<file path="config.mk">
export PLATFORM = sky130hd
export DESIGN_NAME = calendar_date_counter_flat
export DESIGN_NICKNAME = d
export VERILOG_FILES = /design/src/design/cdc_pkg.sv /design/src/design/cdc_chan_if.sv /design/src/design/calendar_date_counter.sv /design/src/flat_wrapper.sv
export SDC_FILE = /design/constraint.sdc
export NUM_CORES = 1
export LEC_CHECK = 0
export ABC_AREA = 1
export BUFFER_PORTS_ARGS = -buffer_cell sky130_fd_sc_hd__buf_4
export CAP_MARGIN = 40
export CORE_MARGIN = 2
export CORE_UTILIZATION = 30
export DETAILED_ROUTE_END_ITERATION = 12
export GPL_ROUTABILITY_DRIVEN = 1
export MAX_ROUTING_LAYER = met4
export SLEW_MARGIN = 20
export SYNTH_ARGS = -nofsm -noshare
export SYNTH_HDL_FRONTEND = slang
export SYNTH_SLANG_ARGS = --single-unit
export TNS_END_PERCENT = 1
</file>
<file path="constraint.sdc">
create_clock -name clk -period 10.95 [get_ports clk]
set_clock_uncertainty 0.2 [all_clocks]
set_input_delay 1.095 -clock clk [delete_from_list [all_inputs] [get_ports clk]]
set_output_delay 1.095 -clock clk [all_outputs]
set_load 0.05 [all_outputs]
</file>
<file path="src/design/cdc_pkg.sv">
// Package for the calendar date counter: item types, request codes, month lengths.
`default_nettype none
package cdc_pkg;

	localparam int unsigned YEAR_W  = 16;
	localparam int unsigned MONTH_W = 4;
	localparam int unsigned DAY_W   = 5;
	localparam int unsigned COUNT_W = 16;
	localparam int unsigned REQ_W   = 3;

	// Request codes
	localparam logic [REQ_W-1:0] REQ_LOAD    = 3'd0;
	localparam logic [REQ_W-1:0] REQ_INC     = 3'd1;
	localparam logic [REQ_W-1:0] REQ_DEC     = 3'd2;
	localparam logic [REQ_W-1:0] REQ_ADD     = 3'd3;
	localparam logic [REQ_W-1:0] REQ_COMPARE = 3'd4;

	localparam logic [YEAR_W-1:0]  YEAR_MAX  = 16'd65535;
	localparam logic [MONTH_W-1:0] MONTH_JAN = 4'd1;
	localparam logic [MONTH_W-1:0] MONTH_DEC = 4'd12;
	localparam logic [DAY_W-1:0]   DAY_LAST_DEC = 5'd31;

	// year / 100 by reciprocal: floor(y * 83887 / 2^23) is exact for 16-bit y
	localparam int unsigned         DIV100_SHIFT = 23;
	localparam logic [16:0]         DIV100_MUL   = 17'd83887;
	localparam int unsigned         Q100_W       = 10;

	typedef struct packed {
		logic [REQ_W-1:0]   req_type;
		logic [YEAR_W-1:0]  in_year;
		logic [MONTH_W-1:0] in_month;
		logic [DAY_W-1:0]   in_day;
		logic [COUNT_W-1:0] day_count;
	} cdc_req_t;

	typedef struct packed {
		logic [YEAR_W-1:0]  out_year;
		logic [MONTH_W-1:0] out_month;
		logic [DAY_W-1:0]   out_day;
		logic               is_later;
		logic               is_equal;
		logic               bad_load;
		logic               year_overflow;
	} cdc_res_t;

	typedef struct packed {
		logic later;
		logic equal;
		logic bad;
		logic ovf;
	} cdc_flags_t;

	// Days in a month; months outside 1..12 give 0
	function automatic logic [DAY_W-1:0] month_len(input logic [MONTH_W-1:0] m,
		input logic leap);
		logic [DAY_W-1:0] len;
		unique case (m)
			4'd1, 4'd3, 4'd5, 4'd7, 4'd8, 4'd10, 4'd12: len = 5'd31;
			4'd4, 4'd6, 4'd9, 4'd11:                    len = 5'd30;
			4'd2:                                       len = leap ? 5'd29 : 5'd28;
			default:                                    len = 5'd0;
		endcase
		return len;
	endfunction

endpackage
`default_nettype wire

</file>
<file path="src/design/cdc_chan_if.sv">
// Valid/ready channel interface carrying one item of a given payload type.
`default_nettype none
interface cdc_chan_if #(
	parameter type payload_t = logic
) ();
	logic     valid;
	logic     ready;
	payload_t data;

	modport source (output valid, output data, input ready);
	modport sink   (input valid, input data, output ready);
endinterface
`default_nettype wire

</file>
<file path="src/design/calendar_date_counter.sv">
// Gregorian date counter: load, step, add days and compare under a small sequencer.
//
// The block holds a date (reset 0001-01-01) and takes one request item at a time on req;
// each request yields exactly one result item on res with the stored date and flags.
// req.ready is high only while the sequencer is idle. Compare, refused loads, unknown
// codes and simple decrements go straight to the hold state; a load first runs the
// leap-year check of the new year (a reciprocal multiply for year/100, then the
// remainder test). Increment and add days run through one shared subtract-and-compare
// step that crosses one month per cycle, except that each year boundary crossed
// first runs the leap check of the new year. Decrement across a year boundary runs
// the leap check of the year before. The result register frees the sequencer to
// take the next request while a result waits.
`default_nettype none
module calendar_date_counter (
	input  wire logic clk,
	input  wire logic arst_n,
	cdc_chan_if.sink   req,
	cdc_chan_if.source res
);
	import cdc_pkg::*;

	// Sequencer states
	localparam logic [2:0] S_IDLE     = 3'd0;
	localparam logic [2:0] S_LEAP_MUL = 3'd1;
	localparam logic [2:0] S_LEAP_FIN = 3'd2;
	localparam logic [2:0] S_LOAD_FIN = 3'd3;
	localparam logic [2:0] S_ADD_STEP = 3'd4;
	localparam logic [2:0] S_COMMIT   = 3'd5;
	localparam logic [2:0] S_HOLD     = 3'd6;

	localparam int unsigned WD_W = COUNT_W + 1;

	// Flag sets written on acceptance
	localparam cdc_flags_t FLAGS_NONE = '{later: 1'b0, equal: 1'b0, bad: 1'b0, ovf: 1'b0};
	localparam cdc_flags_t FLAGS_BAD  = '{later: 1'b0, equal: 1'b0, bad: 1'b1, ovf: 1'b0};
	localparam cdc_flags_t FLAGS_OVF  = '{later: 1'b0, equal: 1'b0, bad: 1'b0, ovf: 1'b1};

	logic [2:0]         state_q, ret_q;
	logic [YEAR_W-1:0]  cur_year_q, wy_q;
	logic [MONTH_W-1:0] cur_month_q, wm_q;
	logic [DAY_W-1:0]   cur_day_q;
	logic               cur_leap_q, wleap_q;
	logic [WD_W-1:0]    wd_q;
	logic [Q100_W-1:0]  q100_q;
	cdc_flags_t         flags_q;
	cdc_res_t           out_q;
	logic               out_valid_q;

	cdc_req_t           rq;
	logic               accept;
	logic               out_free;
	logic               load_bad;
	logic [DAY_W-1:0]   cur_len_prev;
	logic [DAY_W-1:0]   wlen;
	logic [WD_W-1:0]    wlen_x;
	logic [16+17-1:0]   div_prod;
	logic [YEAR_W-1:0]  q100_x100;
	logic               leap_calc;
	logic [DAY_W-1:0]   load_day;
	logic               cmp_later;
	logic               cmp_equal;

	assign rq        = req.data;
	assign req.ready = (state_q == S_IDLE);
	assign accept    = req.valid && req.ready;
	assign out_free  = !out_valid_q || res.ready;
	assign res.valid = out_valid_q;
	assign res.data  = out_q;

	assign load_bad = (rq.in_month < MONTH_JAN) || (rq.in_month > MONTH_DEC)
		|| (rq.in_year == '0);
	assign cur_len_prev = month_len(cur_month_q - MONTH_JAN, cur_leap_q);

	// Compare by year, then month, then day
	assign cmp_later = {cur_year_q, cur_month_q, cur_day_q}
		> {rq.in_year, rq.in_month, rq.in_day};
	assign cmp_equal = {cur_year_q, cur_month_q, cur_day_q}
		== {rq.in_year, rq.in_month, rq.in_day};

	// Shared step unit: month length of the working month against the day count
	assign wlen   = month_len(wm_q, wleap_q);
	assign wlen_x = {{(WD_W-DAY_W){1'b0}}, wlen};

	// Leap check: year/100 by reciprocal, then remainder and multiple-of-400 test
	assign div_prod  = wy_q * DIV100_MUL;
	assign q100_x100 = YEAR_W'({6'd0, q100_q} * 16'd100);
	assign leap_calc = (wy_q[1:0] == 2'b00) && ((wy_q != q100_x100) || (q100_q[1:0] == 2'b00));

	// Load day clamp
	assign load_day = ((wd_q[DAY_W-1:0] == '0) || (wd_q > wlen_x)) ? wlen : wd_q[DAY_W-1:0];

	// Sequencer and date state
	always_ff @(posedge clk or negedge arst_n) begin
		if (!arst_n) begin
			state_q     <= S_IDLE;
			ret_q       <= S_IDLE;
			cur_year_q  <= 16'd1;
			cur_month_q <= MONTH_JAN;
			cur_day_q   <= 5'd1;
			cur_leap_q  <= 1'b0;
			flags_q     <= '0;
			wy_q        <= 16'd1;
			wm_q        <= MONTH_JAN;
			wd_q        <= '0;
			wleap_q     <= 1'b0;
			q100_q      <= '0;
		end else begin
			unique case (state_q)
				S_IDLE: begin
					if (accept) begin
						unique case (rq.req_type)
							REQ_LOAD: begin
								if (load_bad) begin
									flags_q <= FLAGS_BAD;
									state_q <= S_HOLD;
								end else begin
									flags_q <= FLAGS_NONE;
									wy_q    <= rq.in_year;
									wm_q    <= rq.in_month;
									wd_q    <= {{(WD_W-DAY_W){1'b0}}, rq.in_day};
									ret_q   <= S_LOAD_FIN;
									state_q <= S_LEAP_MUL;
								end
							end
							REQ_INC: begin
								flags_q <= FLAGS_NONE;
								wy_q    <= cur_year_q;
								wm_q    <= cur_month_q;
								wleap_q <= cur_leap_q;
								wd_q    <= WD_W'(cur_day_q) + WD_W'(1);
								state_q <= S_ADD_STEP;
							end
							REQ_ADD: begin
								flags_q <= FLAGS_NONE;
								wy_q    <= cur_year_q;
								wm_q    <= cur_month_q;
								wleap_q <= cur_leap_q;
								wd_q    <= WD_W'(cur_day_q) + WD_W'(rq.day_count);
								state_q <= S_ADD_STEP;
							end
							REQ_DEC: begin
								if (cur_day_q > 5'd1) begin
									flags_q   <= FLAGS_NONE;
									cur_day_q <= cur_day_q - 5'd1;
									state_q   <= S_HOLD;
								end else if (cur_month_q > MONTH_JAN) begin
									flags_q     <= FLAGS_NONE;
									cur_month_q <= cur_month_q - MONTH_JAN;
									cur_day_q   <= cur_len_prev;
									state_q     <= S_HOLD;
								end else if (cur_year_q > 16'd1) begin
									flags_q <= FLAGS_NONE;
									wy_q    <= cur_year_q - 16'd1;
									wm_q    <= MONTH_DEC;
									wd_q    <= {{(WD_W-DAY_W){1'b0}}, DAY_LAST_DEC};
									ret_q   <= S_COMMIT;
									state_q <= S_LEAP_MUL;
								end else begin
									flags_q <= FLAGS_OVF;
									state_q <= S_HOLD;
								end
							end
							REQ_COMPARE: begin
								flags_q <= '{later: cmp_later, equal: cmp_equal,
									bad: 1'b0, ovf: 1'b0};
								state_q <= S_HOLD;
							end
							default: begin
								// unknown code: date untouched, no flags
								flags_q <= FLAGS_NONE;
								state_q <= S_HOLD;
							end
						endcase
					end
				end
				S_LEAP_MUL: begin
					q100_q  <= div_prod[DIV100_SHIFT +: Q100_W];
					state_q <= S_LEAP_FIN;
				end
				S_LEAP_FIN: begin
					wleap_q <= leap_calc;
					state_q <= ret_q;
				end
				S_LOAD_FIN: begin
					cur_year_q  <= wy_q;
					cur_month_q <= wm_q;
					cur_day_q   <= load_day;
					cur_leap_q  <= wleap_q;
					state_q     <= S_HOLD;
				end
				S_ADD_STEP: begin
					if (wd_q > wlen_x) begin
						wd_q <= wd_q - wlen_x;
						if (wm_q == MONTH_DEC) begin
							if (wy_q == YEAR_MAX) begin
								flags_q.ovf <= 1'b1;
								state_q     <= S_HOLD;
							end else begin
								wy_q    <= wy_q + 16'd1;
								wm_q    <= MONTH_JAN;
								ret_q   <= S_ADD_STEP;
								state_q <= S_LEAP_MUL;
							end
						end else begin
							wm_q <= wm_q + 4'd1;
						end
					end else begin
						state_q <= S_COMMIT;
					end
				end
				S_COMMIT: begin
					cur_year_q  <= wy_q;
					cur_month_q <= wm_q;
					cur_day_q   <= wd_q[DAY_W-1:0];
					cur_leap_q  <= wleap_q;
					state_q     <= S_HOLD;
				end
				S_HOLD: begin
					if (out_free) begin
						state_q <= S_IDLE;
					end
				end
				default: begin
					state_q <= S_IDLE;
				end
			endcase
		end
	end

	// Result register
	always_ff @(posedge clk or negedge arst_n) begin
		if (!arst_n) begin
			out_valid_q <= 1'b0;
		end else if ((state_q == S_HOLD) && out_free) begin
			out_valid_q <= 1'b1;
		end else if (res.ready) begin
			out_valid_q <= 1'b0;
		end
	end

	always_ff @(posedge clk) begin
		if ((state_q == S_HOLD) && out_free) begin
			out_q.out_year      <= cur_year_q;
			out_q.out_month     <= cur_month_q;
			out_q.out_day       <= cur_day_q;
			out_q.is_later      <= flags_q.later;
			out_q.is_equal      <= flags_q.equal;
			out_q.bad_load      <= flags_q.bad;
			out_q.year_overflow <= flags_q.ovf;
		end
	end

	// Checks
	a_month_range: assert property (@(posedge clk) disable iff (!arst_n)
		(cur_month_q >= MONTH_JAN) && (cur_month_q <= MONTH_DEC))
		else $error("stored month out of range");

	a_day_fits: assert property (@(posedge clk) disable iff (!arst_n)
		(cur_day_q != '0) && (cur_day_q <= month_len(cur_month_q, cur_leap_q)))
		else $error("stored day outside its month");

	a_leap_sync: assert property (@(posedge clk) disable iff (!arst_n)
		cur_leap_q |-> (cur_year_q[1:0] == 2'b00))
		else $error("leap flag out of step with stored year");

	a_flags_excl: assert property (@(posedge clk) disable iff (!arst_n)
		out_valid_q |-> !(out_q.bad_load && out_q.year_overflow))
		else $error("bad load and overflow flagged together");

	a_result_once: assert property (@(posedge clk) disable iff (!arst_n)
		((state_q == S_HOLD) && out_free) |=> (state_q == S_IDLE) && out_valid_q)
		else $error("result not presented on leaving hold");

endmodule
`default_nettype wire

</file>
<file path="src/flat_wrapper.sv">
// flat-port wrapper written by rule: the top's interface ports become plain ports
module calendar_date_counter_flat import cdc_pkg::*;
  (clk, arst_n, req_valid, req_data, req_ready, res_valid, res_data, res_ready);
  cdc_chan_if #(.payload_t(cdc_req_t)) req_i ();
  cdc_chan_if #(.payload_t(cdc_res_t)) res_i ();
  input  wire logic clk;
  input  wire logic arst_n;
  input wire logic [$bits(req_i.valid)-1:0] req_valid;
  input wire logic [$bits(req_i.data)-1:0] req_data;
  output wire logic [$bits(req_i.ready)-1:0] req_ready;
  output wire logic [$bits(res_i.valid)-1:0] res_valid;
  output wire logic [$bits(res_i.data)-1:0] res_data;
  input wire logic [$bits(res_i.ready)-1:0] res_ready;
  assign req_i.valid = req_valid;
  assign req_i.data = req_data;
  assign req_ready = req_i.ready;
  assign res_valid = res_i.valid;
  assign res_data = res_i.data;
  assign res_i.ready = res_ready;
  calendar_date_counter u_core (.clk(clk), .arst_n(arst_n), .req(req_i), .res(res_i));
endmodule
</file>
==> results of run 1 <==
==> cells in the final DEF, fill, tap and decap left out, drive strengths merged, types with 4 or more instances in the layout <==
| cell | n |
|---|---|
| clkbuf | 18 |
| ha | 216 |
| nor4 | 7 |
| clkinv | 12 |
| a21oi | 93 |
| nand2 | 455 |
| dfrtp | 80 |
| o21bai | 5 |
| nand3b | 13 |
| buf | 85 |
| a21o | 7 |
| or2 | 11 |
| nor2 | 154 |
| xor2 | 23 |
| a221oi | 5 |
| dfstp | 5 |
| inv | 380 |
| fa | 104 |
| nor3 | 25 |
| edfxtp | 29 |
| o21ai | 111 |
| o22ai | 10 |
| o211ai | 14 |
| a41oi | 4 |
| nand3 | 162 |
| xnor2 | 13 |
| nand4 | 33 |
==> metrics by stage <==
| step | util [%] | cell area, sq um |
|---|---|---|
| final | 34.3 | 16800 |
| after floorplan | - | 14900 |
| after CTS | 34.3 | 16800 |
| after global placement | 33.1 | 16300 |
| after detailed placement | 33.1 | 16300 |
| after global routing | 34.3 | 16800 |
==> layout make-up <==
cell class	instances	area, sq um	share of cell area (%)
multi-input cells	1486	10400	61.7
clock buffers	18	439	2.61
well taps	664	831	4.94
inverters	379	1420	8.47
repair buffers	85	636	3.78
clock inverters	14	105	0.625
flip-flops and latches	114	3000	17.9
==> logic make-up (layout without fill, tap and decap cells) <==
group,count (synthesis),after routing
simple gates,863,863
fa+ha+maj,320,320
xor+xnor,36,36
compound gates,267,267
flops,114,114
buf+inv,406,496
==> metal layers <==
layer	wire (um)	up-vias
li1	-	6681
met1	21700	6411
met2	21800	319
met3	1550	39
met4	814	0
met5	0	-
==> sequential cells by signal, summed over array words and instances (netlist names) <==
name,cells
u_core.cur_month_q,4
u_core.wm_q,4
u_core.wy_q,16
u_core.res.data,29
u_core.wleap_q,1
u_core.cur_day_q,5
u_core.cur_year_q,16
u_core.state_q,3
u_core.wd_q,17
u_core.q100_q,10
u_core.res.valid,1
u_core.flags_q,4
u_core.ret_q,3
u_core.cur_leap_q,1
==> worst reg2reg max path, cell delays in order (launching register included) <==
cell,delay (ns)
dfrtp_1,0.53
fa_1,0.68
inv_1,0.11
fa_1,0.52
inv_1,0.06
fa_1,0.52
fa_1,0.44
fa_1,0.55
inv_1,0.06
fa_1,0.54
inv_1,0.04
ha_1,0.32
nand2_1,0.15
inv_1,0.13
nand3_1,0.13
nor4_1,0.26
nand2_1,0.13
nand2_1,0.08
nand2_1,0.04
nand3_1,0.06
o21ai_0,0.09
==> worst min-delay path by stage <==
stage | from | endpoint | slack, ns | depth (start not counted)
after floorplan | u_core.flags_q[0] | u_core.res.data[0] | 0.23 | 0
after global placement | u_core.flags_q[3] | u_core.res.data[3] | 0.26 | 0
after detailed placement | u_core.flags_q[1] | u_core.res.data[1] | 0.25 | 0
after CTS | u_core.flags_q[1] | u_core.res.data[1] | 0.27 | 0
after global routing | u_core.flags_q[1] | u_core.res.data[1] | 0.29 | 0
final | u_core.flags_q[1] | u_core.res.data[1] | 0.28 | 0
==> impl_metrics.py, run 1 <==
metrics = {
    "status": {
        "outcome": "complete, no violations",
    },
    "logic_synthesis": {
        "syn_area_sq_um": 14900,
        "ys_async_sr_fraction_pct": 74.6,
        "synthTopCellsByCount": "nand2_1, inv_1, ha_1",
        "ys_seq_elements": 114,
        "ys_types": 50,
        "seq_area_frac_synth_pct": 20.1,
        "synth.most_common_cell": "nand2_1",
        "synth_area_leaders": "ha_1, fa_1, dfrtp_1",
        "netlist_instances": 2006,
        "ys_dominant_reg_cell": "dfrtp_1",
        "synthSimpleGateAreaFrac_pct": 25.1,
        "avgSynthCellArea_sq_um": 7.44,
        "synthAdderAreaFrac_pct": 32.0,
        "synth_compound_area_share_pct": 10.1,
        "muxShareOfSynthArea_pct": 0,
        "synth_edf_count": 29,
        "synth-xor-area-share_pct": 2.11,
        "yosys.area.top_type_share_pct": 18.1,
        "yosys_warnings": 0,
        "synth_top_family_by_area": "adder cells",
        "synth_nets": 2374,
        "synth_area_leader_cell": "ha_1",
    },
    "clocking": {
        "postCtsSetupBuffers": 0,
        "postCtsResizedCells": 0,
        "numCtsBuffers": 17,
        "h-tree-depth": 4,
        "cts.sinks": 114,
        "insertion_delay_ns": 0.45,
        "cts_hold_buf": 0,
        "clock_path_buffers": 2,
        "root_buffer": "clkbuf_16",
        "path_clk_slew_ns": 0.07,
        "cts_tree": "built",
    },
    "timing": {
        "whs_ns": 0.281,
        "setup_violations": 0,
        "fmax_mhz": 174,
        "finalSetupTns_ns": 0,
        "post-route-worst-setup-slack_ns": 5.21,
        "rsz0062_at_grt": "no",
        "min_period_over_period_pct": 52.4,
        "slew_violations": 0,
        "slew_headroom_pct": 47.4,
        "tightest_slew_ns": 0.786,
        "hold_violations": 0,
        "fin_crit_ns": 5.74,
    },
    "grt": {
        "grt.overflow.total": 0,
        "grt_use_met3_pct": 1.60,
        "top_usage_layer": "met2",
        "grt_pass1_wl_mm": 74.2,
        "antenna_found_initial": 0,
        "met2_usage_pct": 30.8,
        "grt_usage_pct": 19.0,
        "grt_pass1_vias": 13200,
        "gr-usage-met1_pct": 25.5,
        "grt_max_degree": 44,
    },
    "place": {
        "portBuffers": 78,
        "place_ws_ns": 5.19,
        "routabilityCongestion": 0.938,
        "dp.cells": 2728,
        "hpwl_mm": 38.4,
    },
    "critical_path": {
        "critical_path.top_delay_family": "adder cells",
        "worst-path-max-fanout": 11,
        "cp_slowest_cell": "fa_1",
        "end_kind": "register",
        "r2r_start": "u_core.wy_q[4]",
        "path_depth": 20,
        "startpoint_type": "register",
        "endpoint": "u_core.q100_q[6]",
        "timing.rr.end": "u_core.q100_q[6]",
        "crit_type": "reg -> reg",
        "path_cells": "fa_1 > inv_1 > fa_1 > inv_1 > fa_1 > fa_1 > fa_1 > inv_1 > fa_1 > inv_1 > ha_1 > nand2_1 > inv_1 > nand3_1 > nor4_1 > nand2_1 > nand2_1 > nand2_1 > nand3_1 > o21ai_0",
        "reg2reg_slack_ns": 5.21,
        "cp.buffers_inverters": 5,
        "crit_arrival_ns": 5.86,
        "reg2reg_depth": 20,
        "worstPathRequired_ns": 11.07,
        "slowest_delay_ns": 0.68,
        "startpoint": "u_core.wy_q[4]",
        "crit_top_cell": "fa_1",
    },
    "detailed_routing": {
        "firstDrtPassIters": 7,
        "routedWlPerCell_um": 16.6,
        "detail-route-antenna-nets": 0,
        "drt_iter0_drc": 846,
        "drc_errors": 0,
        "drt-total-wl_mm": 45.9,
        "avgViaCountPerCell": 4.87,
        "num_vias": 13500,
    },
    "final_layout": {
        "nNetsFinal": 2451,
        "n_antenna_cell": 0,
        "syn2layout_area_growth_pct": 12.6,
        "drive_above_1_share_pct": 8.11,
        "fillers": 5246,
        "layout.cells.non_filler": 2760,
    },
    "die": {
        "pin_count": 79,
        "initial_core_util_pct": 30.4,
        "fp-row-count": 81,
        "die_y_um": 227,
        "die-width_um": 227,
        "die-area_sq_um": 51600,
        "core_area_sq_um": 49100,
    },
    "hold_path": {
        "min-delay-path-class": "reg -> reg",
    },
    "job": {
        "maxCapViolations": 0,
    },
}
Power of run 1 is left out: the tool's default activity adds up to more than one toggle a clock period on the data nets, which glitch-free logic cannot reach.
==> inputs of run 2 (changes only) <==
- clock period: 10.95 -> 5.2 ns (I/O delays scaled with it)
==> impl_metrics.py, run 2 (synthesized netlist as in run 1, its figures left out) <==
metrics = {
    "status": {
        "outcome": "complete, no violations",
    },
    "detailed_routing": {
        "firstDrtPassIters": 5,
        "drt_iter0_drc": 922,
        "num_vias": 14000,
        "drt-total-wl_mm": 46.4,
        "detail-route-antenna-nets": 0,
        "routedWlPerCell_um": 16.2,
        "drc_errors": 0,
        "avgViaCountPerCell": 4.89,
    },
    "critical_path": {
        "reg2reg_slack_ns": 0.002,
        "r2r_start": "u_core.wy_q[14]",
        "slowest_delay_ns": 0.63,
        "timing.rr.end": "u_core.q100_q[9]",
        "end_kind": "register",
        "crit_type": "reg -> reg",
        "startpoint": "u_core.wy_q[14]",
        "worst-path-max-fanout": 3,
        "critical_path.top_delay_family": "adder cells",
        "worstPathRequired_ns": 5.33,
        "path_cells": "fa_2 > inv_1 > fa_1 > inv_1 > fa_1 > fa_2 > fa_2 > fa_1 > ha_4 > a21oi_4 > nor2_1 > nor2_1 > o21bai_1 > a21oi_1 > nand3_1 > nand3_1 > o21ai_0",
        "cp_slowest_cell": "fa_2",
        "reg2reg_depth": 17,
        "path_depth": 17,
        "cp.buffers_inverters": 2,
        "crit_arrival_ns": 5.33,
        "startpoint_type": "register",
        "endpoint": "u_core.q100_q[9]",
    },
    "die": {
        "pin_count": 79,
        "die-width_um": 227,
        "die-area_sq_um": 51600,
        "core_area_sq_um": 49100,
        "fp-row-count": 81,
        "die_y_um": 227,
        "initial_core_util_pct": 30.4,
    },
    "grt": {
        "grt_pass1_wl_mm": 74.2,
        "grt_pass1_vias": 13900,
        "antenna_found_initial": 0,
        "grt_usage_pct": 18.9,
        "grt_max_degree": 51,
        "grt.overflow.total": 0,
    },
    "timing": {
        "fmax_mhz": 192,
        "fin_crit_ns": 5.20,
        "min_period_over_period_pct": 100,
        "hold_violations": 0,
        "rsz0062_at_grt": "yes",
        "setup_violations": 0,
        "slew_violations": 0,
        "tightest_slew_ns": 0.740,
        "slew_headroom_pct": 50.6,
        "whs_ns": 0.217,
    },
    "hold_path": {
        "min-delay-path-class": "in -> reg",
    },
    "clocking": {
        "numCtsBuffers": 17,
        "clock_path_buffers": 2,
        "cts_tree": "built",
        "path_clk_slew_ns": 0.06,
        "cts.sinks": 114,
        "insertion_delay_ns": 0.46,
        "h-tree-depth": 4,
        "root_buffer": "clkbuf_16",
    },
    "final_layout": {
        "final_common_cell": "nand2_1",
        "drive_above_1_share_pct": 15.7,
        "nNetsFinal": 2553,
        "layout.cells.non_filler": 2862,
        "largest_reg_flops": 29,
        "syn2layout_area_growth_pct": 20.7,
        "n_antenna_cell": 0,
        "most-common-layout-cells": "nand2_1, inv_1, ha_1",
    },
    "place": {
        "hpwl_mm": 37.8,
        "routabilityCongestion": 0.940,
        "portBuffers": 78,
        "dp.cells": 2821,
    },
    "job": {
        "maxCapViolations": 0,
    },
}
[run 2: worst min-delay path, stage by stage]
cell and delay [ns]:
buf_4 0.11, nor2_1 0.08, nand3_1 0.09, nand2_1 0.04
[run 2: final cells by class]
type                       instances  area (sq um)
timing repair buffer             187          1420
clock inverter                    13           103
tap                              664           831
clock buffer                      19           454
sequential                       114          3010
fill                            5093         31000
inverter                         379          1430
multi-input combinational       1486         10800
[run 2: worst min path at each step]
stage                                 start                  end  slack, ns  cells after the start
after floorplan                      arst_n  u_core.cur_day_q[1]       0.02                      0
after global placement    u_core.flags_q[1]   u_core.res.data[1]       0.24                      0
after detailed placement  u_core.flags_q[1]   u_core.res.data[1]       0.24                      0
after CTS                      req_data[42]    u_core.flags_q[1]       0.20                      4
after global routing           req_data[42]    u_core.flags_q[1]       0.25                      4
final                          req_data[42]    u_core.flags_q[1]       0.22                      4
[run 2: repair_timing]
action	in CTS	in global routing
hold buffers	1	0
gates resized for setup	61	29
buffers inserted	7	0
pin swaps	30	19
endpoints found under the hold margin	32	0
endpoints found under the setup margin	10	10
[run 2: stage by stage]
| stage | worst slack (ns) | TNS, ns | utilization (%) | cell area, sq um |
|---|---|---|---|---|
| final | 0.00217 | 0 | 36.7 | 18000 |
| after global placement | -0.206 | -1.26 | 34.6 | 17000 |
| after global routing | -0.233 | -2.07 | 36.7 | 18000 |
| after CTS | -0.0151 | -0.0354 | 36.4 | 17900 |
| after floorplan | 0.0147 | 0 | - | 15000 |
| after detailed placement | -0.218 | -1.55 | 34.6 | 17000 |
[run 2: routing by layer]
metal	global-route usage [%]	routed length, um	vias to the layer above
li1	-	-	6891
met1	24.4	21400	6652
met4	7.04	1490	0
met3	2.31	1910	77
met5	-	0	-
met2	30.5	21600	362
Power of run 2 is left out for the same reason.
==> inputs of run 3 (changes only) <==
- BUFFER_PORTS_ARGS: -buffer_cell sky130_fd_sc_hd__buf_4 -> not set
- DONT_BUFFER_PORTS: not set -> 1
- REMOVE_ABC_BUFFERS: not set -> 1
==> impl_metrics.py, run 3 (synthesized netlist as in run 1, its figures left out) <==
metrics = {
    "status": {
        "outcome": "complete, no violations",
    },
    "critical_path": {
        "crit_top_cell": "fa_1",
        "end_kind": "register",
        "reg2reg_depth": 18,
        "reg2reg_slack_ns": 0.01,
        "critical_path.top_delay_family": "adder cells",
        "cp.buffers_inverters": 3,
        "slowest_delay_ns": 0.61,
        "crit_type": "reg -> reg",
        "r2r_start": "u_core.wy_q[11]",
        "timing.rr.end": "u_core.q100_q[2]",
        "path_cells": "fa_2 > fa_1 > inv_2 > fa_1 > inv_1 > fa_1 > fa_1 > fa_1 > ha_4 > nand2_4 > inv_1 > a21oi_2 > nor3_2 > nor2_1 > nand3_1 > or2_2 > nand3_1 > nand2_1",
        "startpoint_type": "register",
        "worst-path-max-fanout": 4,
        "worstPathRequired_ns": 5.34,
        "cp_slowest_cell": "fa_1",
        "crit_arrival_ns": 5.33,
    },
    "timing": {
        "finalSetupTns_ns": 0,
        "slew_violations": 0,
        "min_period_over_period_pct": 99.7,
        "fmax_mhz": 193,
        "tightest_slew_ns": 0.719,
        "fin_crit_ns": 5.19,
        "setup_violations": 0,
        "rsz0062_at_grt": "yes",
        "hold_violations": 0,
        "slew_headroom_pct": 52.0,
        "post-route-worst-setup-slack_ns": 0.0134,
    },
    "detailed_routing": {
        "drc_errors": 0,
        "routedWlPerCell_um": 16.5,
        "detail-route-antenna-nets": 0,
        "drt_iter0_drc": 898,
        "drt-total-wl_mm": 45.8,
        "firstDrtPassIters": 5,
        "avgViaCountPerCell": 4.89,
        "num_vias": 13600,
    },
    "place": {
        "place_area_sq_um": 16400,
        "place_ws_ns": -0.225,
        "portBuffers": 0,
        "routabilityCongestion": 0.933,
        "dp.cells": 2745,
        "hpwl_mm": 37.5,
    },
    "hold_path": {
        "min_from": "req_valid",
        "whs_path_depth": 2,
        "whs_endpoint": "u_core.flags_q[2]",
        "min-delay-path-class": "in -> reg",
    },
    "grt": {
        "grt_max_degree": 86,
        "grt.overflow.total": 0,
        "grt_pass1_vias": 13900,
        "grt_pass1_wl_mm": 74.4,
        "antenna_found_initial": 0,
        "grt_usage_pct": 19.0,
    },
    "die": {
        "pin_count": 79,
        "die-area_sq_um": 51600,
        "initial_core_util_pct": 30.4,
        "die-width_um": 227,
        "fp-row-count": 81,
        "core_area_sq_um": 49100,
        "die_y_um": 227,
    },
    "clocking": {
        "h-tree-depth": 4,
        "clock_path_buffers": 2,
        "insertion_delay_ns": 0.44,
        "numCtsBuffers": 17,
        "cts.sinks": 114,
        "cts_tree": "built",
        "root_buffer": "clkbuf_16",
        "path_clk_slew_ns": 0.07,
    },
    "final_layout": {
        "n_antenna_cell": 0,
        "drive_above_1_share_pct": 13.4,
        "largest_reg_flops": 29,
        "final_area_sq_um": 17500,
        "final_common_cell": "nand2_1",
        "syn2layout_area_growth_pct": 17.4,
        "nNetsFinal": 2475,
        "most-common-layout-cells": "nand2_1, inv_1, ha_1",
        "fillers": 5225,
        "layout.cells.non_filler": 2784,
    },
    "job": {
        "maxCapViolations": 0,
    },
}
run 3: cell count changes in the layout (fill, tap and decap cells not counted), sizes merged:
cell / change
clkinvlp: -1
clkbuf: -3
buf: -77
bufinv: +1
inv: +5
clkinv: -3
run 3: worst reg2reg max path: stages (launching register included):
cell	delay, ns
dfrtp_2	0.45
fa_2	0.52
fa_1	0.52
inv_2	0.04
fa_1	0.54
inv_1	0.05
fa_1	0.47
fa_1	0.52
fa_1	0.61
ha_4	0.23
nand2_4	0.09
inv_1	0.06
a21oi_2	0.16
nor3_2	0.05
nor2_1	0.11
nand3_1	0.09
or2_2	0.27
nand3_1	0.07
nand2_1	0.05
run 3: how the worst max path moves through the flow:
stage / endpoint / depth (start not counted) / from
floorplan: u_core.q100_q[2] / 20 / u_core.wy_q[4]
global placement: u_core.q100_q[7] / 19 / u_core.wy_q[13]
detailed placement: u_core.q100_q[9] / 17 / u_core.wy_q[13]
CTS: u_core.q100_q[2] / 21 / u_core.wy_q[13]
global route: u_core.q100_q[3] / 17 / u_core.wy_q[14]
finish: u_core.q100_q[2] / 18 / u_core.wy_q[11]
run 3: routing by layer:
metal  up-vias  global-route usage (%)  share of wire [%]
met2       337                    30.3                 46
met1      6472                    24.7                 46
met3        60                    3.34                5.5
li1       6731                       -                  -
met5         -                       -                  0
met4         0                    5.21                2.2
run 3: cell type report:
cell class | instances | area [sq um] | area share, %
Multi-Input combinational cell | 1486 | 10800 | 61.6
Sequential cell | 114 | 3010 | 17.2
Inverter | 379 | 1420 | 8.12
Timing Repair Buffer | 109 | 887 | 5.06
Tap cell | 664 | 831 | 4.74
Clock buffer | 17 | 425 | 2.43
Clock inverter | 15 | 148 | 0.842
run 3: metrics by stage:
stage / hold WS, ns / utilization, %
4_1_cts: 0.0783 / 35.4
2_1_floorplan: 0.0244 / -
6_report: 0.0903 / 35.7
3_5_place_dp: 0.0331 / 33.5
3_3_place_gp: 0.0328 / 33.4
5_1_grt: 0.0941 / 35.7
run 3: timing repair:
action                     CTS  global route
buffers inserted             4             1
pin swaps                   43            24
hold buffers                 2             0
hold endpoints to repair    85             0
resized for setup           62            48
setup endpoints to repair   10            10
Power of run 3 is left out for the same reason.
